`src/rtl/amt_divider.sv`:
```
// Restoring divider, one quotient bit per cycle.
// Depends on nothing.
module amt_divider #(
   parameter int NUM_W = 17,
   parameter int DEN_W = 9
) (
   input  logic             clock,
   input  logic             reset,
   input  logic             start,
   input  logic [NUM_W-1:0] numerator,
   input  logic [DEN_W-1:0] denominator,
   output logic             done,
   output logic [NUM_W-1:0] quotient
);

   localparam int STEP_W = $clog2(NUM_W + 1);

   logic [DEN_W-1:0]  rem_ff;
   logic [NUM_W-1:0]  quo_ff;
   logic [STEP_W-1:0] step_ff;
   logic              busy_ff;
   logic              done_ff;
   logic [DEN_W:0]    trial;

   assign trial = {rem_ff, quo_ff[NUM_W-1]};

   always_ff @(posedge clock) begin
      if (reset) begin
         busy_ff <= 1'b0;
         done_ff <= 1'b0;
         step_ff <= '0;
      end else begin
         done_ff <= 1'b0;
         if (start) begin
            busy_ff <= 1'b1;
            step_ff <= STEP_W'(NUM_W);
            rem_ff  <= '0;
            quo_ff  <= numerator;
         end else if (busy_ff) begin
            if (trial >= {1'b0, denominator}) begin
               rem_ff <= DEN_W'(trial - {1'b0, denominator});
               quo_ff <= {quo_ff[NUM_W-2:0], 1'b1};
            end else begin
               rem_ff <= trial[DEN_W-1:0];
               quo_ff <= {quo_ff[NUM_W-2:0], 1'b0};
            end
            step_ff <= step_ff - 1'b1;
            if (step_ff == STEP_W'(1)) begin
               busy_ff <= 1'b0;
               done_ff <= 1'b1;
            end
         end
      end
   end

   assign done     = done_ff;
   assign quotient = quo_ff;

endmodule
```
`config.mk`:
```
export PLATFORM = sky130hd
export DESIGN_NAME = amt_divider
export DESIGN_NICKNAME = d
export VERILOG_FILES = /design/src/rtl/amt_divider.sv
export SDC_FILE = /design/constraint.sdc
export NUM_CORES = 1
export LEC_CHECK = 0
export BUFFER_PORTS_ARGS = -buffer_cell sky130_fd_sc_hd__buf_2
export CORE_ASPECT_RATIO = 1.5
export CORE_MARGIN = 3
export CORE_UTILIZATION = 45
export CTS_BUF_LIST = sky130_fd_sc_hd__clkbuf_4
export DETAILED_ROUTE_END_ITERATION = 12
export GPL_TIMING_DRIVEN = 0
export PLACE_DENSITY_LB_ADDON = 0.08
export SLEW_MARGIN = 25
export SYNTH_ARGS = -nofsm -noshare
export SYNTH_HDL_FRONTEND = slang
export SYNTH_SLANG_ARGS = --single-unit
export TNS_END_PERCENT = 50
```
`constraint.sdc`:
```
create_clock -name clock -period 6.1 [get_ports clock]
set_clock_uncertainty 0.1 [all_clocks]
set_input_delay 0.305 -clock clock [delete_from_list [all_inputs] [get_ports clock]]
set_output_delay 0.305 -clock clock [all_outputs]
set_load 0.05 [all_outputs]
```
==> results.py, run 1 <==
metrics = {
    "status": {
        "outcome": "complete, no violations",
    },
    "cells_and_area": {
        "layout.nets": 254,
        "num_antenna_cells": 0,
        "area_growth_pct": 18.5,
        "final_area_sq_um": 2320,
        "drive_above_1_share_pct": 38.3,
        "final_cells": 259,
    },
    "timing": {
        "setup-violations-final": 0,
        "worst_slew_pin_slew_ns": 0.728,
        "finalMaxSlewViolations": 0,
        "slew_headroom_pct": 51.3,
        "rsz0062_at_grt": "false",
        "finalSetupTns_ns": 0,
        "timing_hold_violations_final": 0,
        "fmax_mhz": 368,
        "min_period_ns": 2.71,
        "post-route-period-util_pct": 44.5,
        "setup_slack_ns": 3.39,
    },
    "synthesis": {
        "yosys_warnings": 0,
        "yosys.area.top_type": "edfxtp_1",
        "ys_types": 48,
        "netlist_area_sq_um": 1960,
        "yosysSeqAreaShare_pct": 47.0,
        "synth-edff-count": 26,
        "synth-seq-cells": 33,
        "synth_common_cells": "edfxtp_1 (26), inv_1 (15), nor2_1 (15)",
        "synth_top_area_share_pct": 39.8,
        "yosys_most_used_dff": "edfxtp_1",
        "avgSynthCellArea_sq_um": 12.1,
        "synth-async-reset-ratio_pct": 0,
        "yosysMostFrequentCell": "edfxtp_1",
        "syn_inst": 162,
        "synthTopCellsByArea": "edfxtp_1 (40%), mux2_2 (8.0%), dfxtp_1 (7.1%)",
        "syn_nets": 203,
    },
    "cts": {
        "post-cts-setup-buffer-count": 0,
        "cts_tree": "built",
        "ctsRootBufferMaster": "clkbuf_4",
        "cts_sinks": 33,
        "cts-hold-fix-buffers": 0,
        "clk_pin_slew_ns": 0.11,
        "clock_latency_ns": 0.33,
        "cts_buffers": 5,
        "cts_resized": 0,
        "clock_path_buffers": 2,
        "htree_levels": 2,
    },
    "power_and_ir_drop": {
        "ir_drop_uv": 292,
        "p_seq_share_pct": 44.7,
        "powerDensity_nw_per_um2": 267,
        "p_leak_nw": 1.00,
        "pwr-share-comb_pct": 29.1,
        "power.switching_w": 0.000189,
        "p_clk_share_pct": 26.2,
        "finalPower_w": 0.000621,
        "p_int_w": 0.000432,
        "swShare_pct": 30.4,
    },
    "worst_setup_path": {
        "slowest_delay_ns": 0.44,
        "path_cells": "inv_1, ha_1, inv_1, fa_1, a21o_1, a221oi_4, a31oi_2, buf_6, mux2_2",
        "crit_slowest_cell": "edfxtp_1",
        "end_kind": "flip-flop",
        "required_ns": 6.10,
        "cp_common_cell": "inv_1",
        "crit_arrival_ns": 2.71,
        "crit_type": "reg -> reg",
        "cp-start-kind": "flip-flop",
        "worstPathMaxFanout": 10,
    },
    "route": {
        "wirelength_mm": 3.81,
        "detail_route.first_pass.iterations": 4,
        "drc": 0,
        "via_per_inst": 5.34,
        "num_vias": 1382,
        "drt_iter0_drc": 47,
        "ant_nets": 0,
        "detail_route.wl_per_cell_microns": 14.7,
    },
    "placement": {
        "gp_congestion": 0.766,
        "port_buffers": 44,
        "dp_hpwl_mm": 2.95,
        "post_dp_cell_area_sq_um": 2240,
        "pre_cts_slack_ns": 3.36,
        "dp.cells": 251,
    },
    "min_path": {
        "hp-class": "in -> reg",
    },
    "run": {
        "cap_viol_max_count": 0,
    },
    "grt": {
        "grt_max_degree": 27,
        "grt_usage_pct": 16.6,
        "grt_pass1_vias": 1445,
        "overflow": 0,
        "grt_pass1_wl_mm": 6.50,
        "antenna_found_initial": 0,
    },
    "die": {
        "die_y_microns": 86.8,
        "std_cell_rows": 28,
        "start_util_pct": 48.2,
        "dieArea_sq_um": 5200,
        "fp.dieW_microns": 59.9,
        "io_pins": 47,
        "core_area_sq_um": 4060,
    },
}
==> sequential cells by signal (all words and copies together) (netlist names) <==
register	count
rem_ff	9
busy_ff	1
done	1
quotient	17
step_ff	5
==> metrics by stage <==
stage                     util, %  hold slack [ns]
after CTS                    57.2            0.132
after global routing         57.2            0.145
final                        57.2            0.161
after global placement       55.0            0.386
after detailed placement     55.2            0.402
after floorplan                 -            0.363
==> cells in the final DEF (no fill, tap or decap), types with 2 or more instances in the layout <==
cell type  instances
buf_6              2
inv_1             15
buf_2             44
a21o_1             3
ha_1              11
xnor2_1            4
mux2_2            14
nand3_2            2
edfxtp_1          26
o21ai_0            3
clkbuf_4           6
mux2_1             3
mux2i_1            3
or3_1              2
nand2_1            3
xor2_1             3
nor3_1             4
nor2_2             2
nor2_1            14
a21oi_1            3
or2_1              2
clkbuf_1           5
dfxtp_1            7
nor4_1             3
a211oi_2           2
==> kinds of logic (layout without fill, tap and decap cells) <==
kind of cell | after synthesis | count (layout) | synth area share, %
adder cells (fa/ha/maj) | 12 | 12 | 8.04
AO/OA/AOI/OAI | 25 | 25 | 13.0
buffers and inverters | 22 | 74 | 4.98
XOR/XNOR | 7 | 7 | 3.13
multiplexers | 21 | 21 | 12.1
flip-flops | 33 | 33 | 47.0
AND/OR/NAND/NOR | 42 | 42 | 11.9
==> cell type report <==
type | instances | area (sq um)
Fill cell | 368 | 1740
Multi-Input combinational cell | 107 | 950
Sequential cell | 33 | 921
Timing Repair Buffer | 44 | 220
Inverter | 15 | 56.3
Tap cell | 45 | 56.3
Clock buffer | 6 | 45.0
Buffer | 7 | 41.3
Clock inverter | 2 | 33.8
==> metal layers <==
layer | wire length (microns) | part of all wire (%) | global-route usage, % | up-vias
li1 | - | - | - | 696
met3 | 247 | 6.5 | 4.92 | 9
met4 | 84 | 2.2 | 7.26 | 0
met5 | 0 | 0 | 0 | -
met1 | 1470 | 38 | 18.7 | 634
met2 | 2010 | 53 | 28.1 | 43
==> power by group through the flow <==
stage	Clock [W]	Sequential (W)	Combinational, W
final	0.000163	0.000278	0.000181
after global routing	0.000177	0.000280	0.000200
after CTS	0.000169	0.000278	0.000183
after detailed placement	0	0.000283	0.000182
after global placement	0	0.000282	0.000176
after floorplan	0	0.000307	0.000118
==> path summary, 6_finish.rpt <==
| path | slack (ns) | from | end | cells past startpoint |
|---|---|---|---|---|
| setup / recovery | 3.39 | quotient[16]$_DFFE_PP_ | quotient[0]$_DFFE_PP_ | 9 |
| hold / removal | 0.16 | numerator[1] | quotient[1]$_DFFE_PP_ | 2 |
| setup reg to reg | 3.39 | quotient[16]$_DFFE_PP_ | quotient[0]$_DFFE_PP_ | 9 |
| hold reg to reg | 0.41 | step_ff[1]$_SDFFE_PP0P_ | step_ff[1]$_SDFFE_PP0P_ | 2 |
==> worst max-delay path, delay by kind of cell (launching register included) <==
family,cells,cell delay [ns]
buf+inv,3,0.34
fa+ha+maj,2,0.57
compound gates,3,0.76
mux,1,0.26
flops,1,0.44
(Power assumes the default switching activity.)
==> inputs of run 2 (changes only) <==
==> constraint.sdc (replaced) <==
create_clock -name clock -period 2.8 [get_ports clock]
set_clock_uncertainty 0.1 [all_clocks]
set_input_delay 0.14 -clock clock [delete_from_list [all_inputs] [get_ports clock]]
set_output_delay 0.14 -clock clock [all_outputs]
set_load 0.05 [all_outputs]
==> run 2 against run 1 <==
Effect of this change: cell area grew 5.8%; critical path depth unchanged; sequential share of layout area decreased by 2.2 points; worst hold slack lost 0.14 ns; flip-flop and latch count did not move; core utilization is 3.3 points higher; first-iteration DRC count is 11% lower; fmax is 1.9% higher; final cell count rose by 5.4%.
==> results.py, run 2 (synthesis results as in run 1) <==
metrics = {
    "timing": {
        "timing_hold_violations_final": 0,
        "fmax_mhz": 375,
        "min_period_ns": 2.66,
        "rsz0062_at_grt": "false",
        "worst_slew_pin_slew_ns": 0.722,
        "setup-violations-final": 0,
        "post-route-period-util_pct": 95.1,
        "setup_slack_ns": 0.137,
        "finalMaxSlewViolations": 0,
        "whs_ns": 0.0164,
        "slew_headroom_pct": 51.8,
    },
    "power_and_ir_drop": {
        "ir_drop_uv": 636,
        "p_leak_nw": 1.06,
        "powerDensity_nw_per_um2": 560,
    },
    "die": {
        "dieArea_sq_um": 5200,
        "std_cell_rows": 28,
        "fp.dieW_microns": 59.9,
        "die_y_microns": 86.8,
        "start_util_pct": 48.2,
        "io_pins": 47,
        "core_area_sq_um": 4060,
    },
    "cells_and_area": {
        "final_cell_mix": "buf_2 (44), edfxtp_1 (26), inv_1 (15)",
        "layout.nets": 268,
        "area_growth_pct": 25.4,
        "drive_above_1_share_pct": 36.8,
        "final_common_cell": "buf_2",
        "largest_reg_flops": 17,
        "num_antenna_cells": 0,
    },
    "worst_setup_path": {
        "path_cells": "inv_1, ha_1, inv_1, fa_1, a21o_1, a221oi_4, a31oi_2, buf_6, mux2_2",
        "required_ns": 2.80,
        "cp-start-kind": "flip-flop",
        "crit_slowest_cell": "edfxtp_1",
        "critical_path.top_delay_family": "compound AO/OA/AOI/OAI gates",
        "crit_buf_inv": 3,
        "slowest_delay_ns": 0.44,
        "crit_type": "reg -> reg",
        "cp_common_cell": "inv_1",
        "worstPathMaxFanout": 10,
        "crit_arrival_ns": 2.66,
        "end_kind": "flip-flop",
    },
    "grt": {
        "grt_pass1_vias": 1475,
        "grt_pass1_wl_mm": 6.71,
        "antenna_found_initial": 0,
        "grt_max_degree": 27,
        "grt_usage_pct": 17.1,
        "overflow": 0,
    },
    "cts": {
        "clock_path_buffers": 2,
        "cts_resized": 0,
        "cts_sinks": 33,
        "htree_levels": 2,
        "cts_tree": "built",
        "clk_pin_slew_ns": 0.11,
        "clock_latency_ns": 0.34,
        "ctsRootBufferMaster": "clkbuf_4",
        "cts_buffers": 5,
    },
    "status": {
        "outcome": "complete, no violations",
    },
    "placement": {
        "port_buffers": 44,
        "dp_hpwl_mm": 2.95,
        "pre_cts_slack_ns": 0.0608,
        "gp_congestion": 0.766,
    },
    "route": {
        "ant_nets": 0,
        "drt_iter0_drc": 42,
        "detail_route.wl_per_cell_microns": 14.6,
        "wirelength_mm": 3.98,
        "num_vias": 1432,
        "drc": 0,
        "detail_route.first_pass.iterations": 4,
        "via_per_inst": 5.25,
    },
    "run": {
        "cap_viol_max_count": 0,
    },
    "min_path": {
        "hp-class": "in -> reg",
    },
}
## run 2: worst paths after layout
path	from	end	slack, ns	cells past startpoint
setup / recovery	quotient[16]$_DFFE_PP_	quotient[0]$_DFFE_PP_	0.14	9
hold / removal	numerator[9]	quotient[9]$_DFFE_PP_	0.02	2
setup reg to reg	quotient[16]$_DFFE_PP_	quotient[0]$_DFFE_PP_	0.14	9
hold reg to reg	step_ff[1]$_SDFFE_PP0P_	step_ff[1]$_SDFFE_PP0P_	0.41	2
## run 2: area by class of cell
cell class / instances / area (sq um)
multi-input cells: 107 / 950
inverters: 15 / 56.3
flip-flops and latches: 33 / 921
plain buffers: 7 / 41.3
clock inverters: 2 / 33.8
repair buffers: 58 / 355
well taps: 45 / 56.3
clock buffers: 6 / 45.0
fillers: 350 / 1610
## run 2: worst register-to-register path: stages (launching register included)
cell and delay (ns):
edfxtp_1 0.44, inv_1 0.08, ha_1 0.16, inv_1 0.06
fa_1 0.41, a21o_1 0.24, a221oi_4 0.29, a31oi_2 0.19
buf_6 0.20, mux2_2 0.27
## run 2: per-layer routing
metal	wire (microns)	track usage, %	vias up
met5	0	0	-
met4	84	7.26	0
met3	210	4.77	8
met2	2140	29.7	37
met1	1540	19.0	662
li1	-	-	725
## run 2: power by group
| part | switching, W | internal (W) |
|---|---|---|
| combinational | 0.000231 | 0.000184 |
| sequential | 0.0000259 | 0.000579 |
| clock | 0.000161 | 0.000196 |
| total | 0.000417 | 0.000959 |
## run 2: repair_timing
| item | 4_1_cts | 5_1_grt |
|---|---|---|
| hold endpoints to repair | 11 | 1 |
| setup endpoints to repair | 0 | 5 |
| hold buffers | 11 | 1 |
| buffers inserted | 0 | 2 |
## run 2: through the flow
step	utilization (%)	setup TNS [ns]	total power, W	area (sq um)	instances
after detailed placement	55.2	0	0.00101	2240	251
final	60.5	0	0.00138	2460	273
after CTS	59.9	0	0.00138	2430	270
after global placement	55.0	-4.33	0.000999	2240	251
after global routing	60.5	0	0.00145	2460	273
after floorplan	-	0	0.000926	1960	162
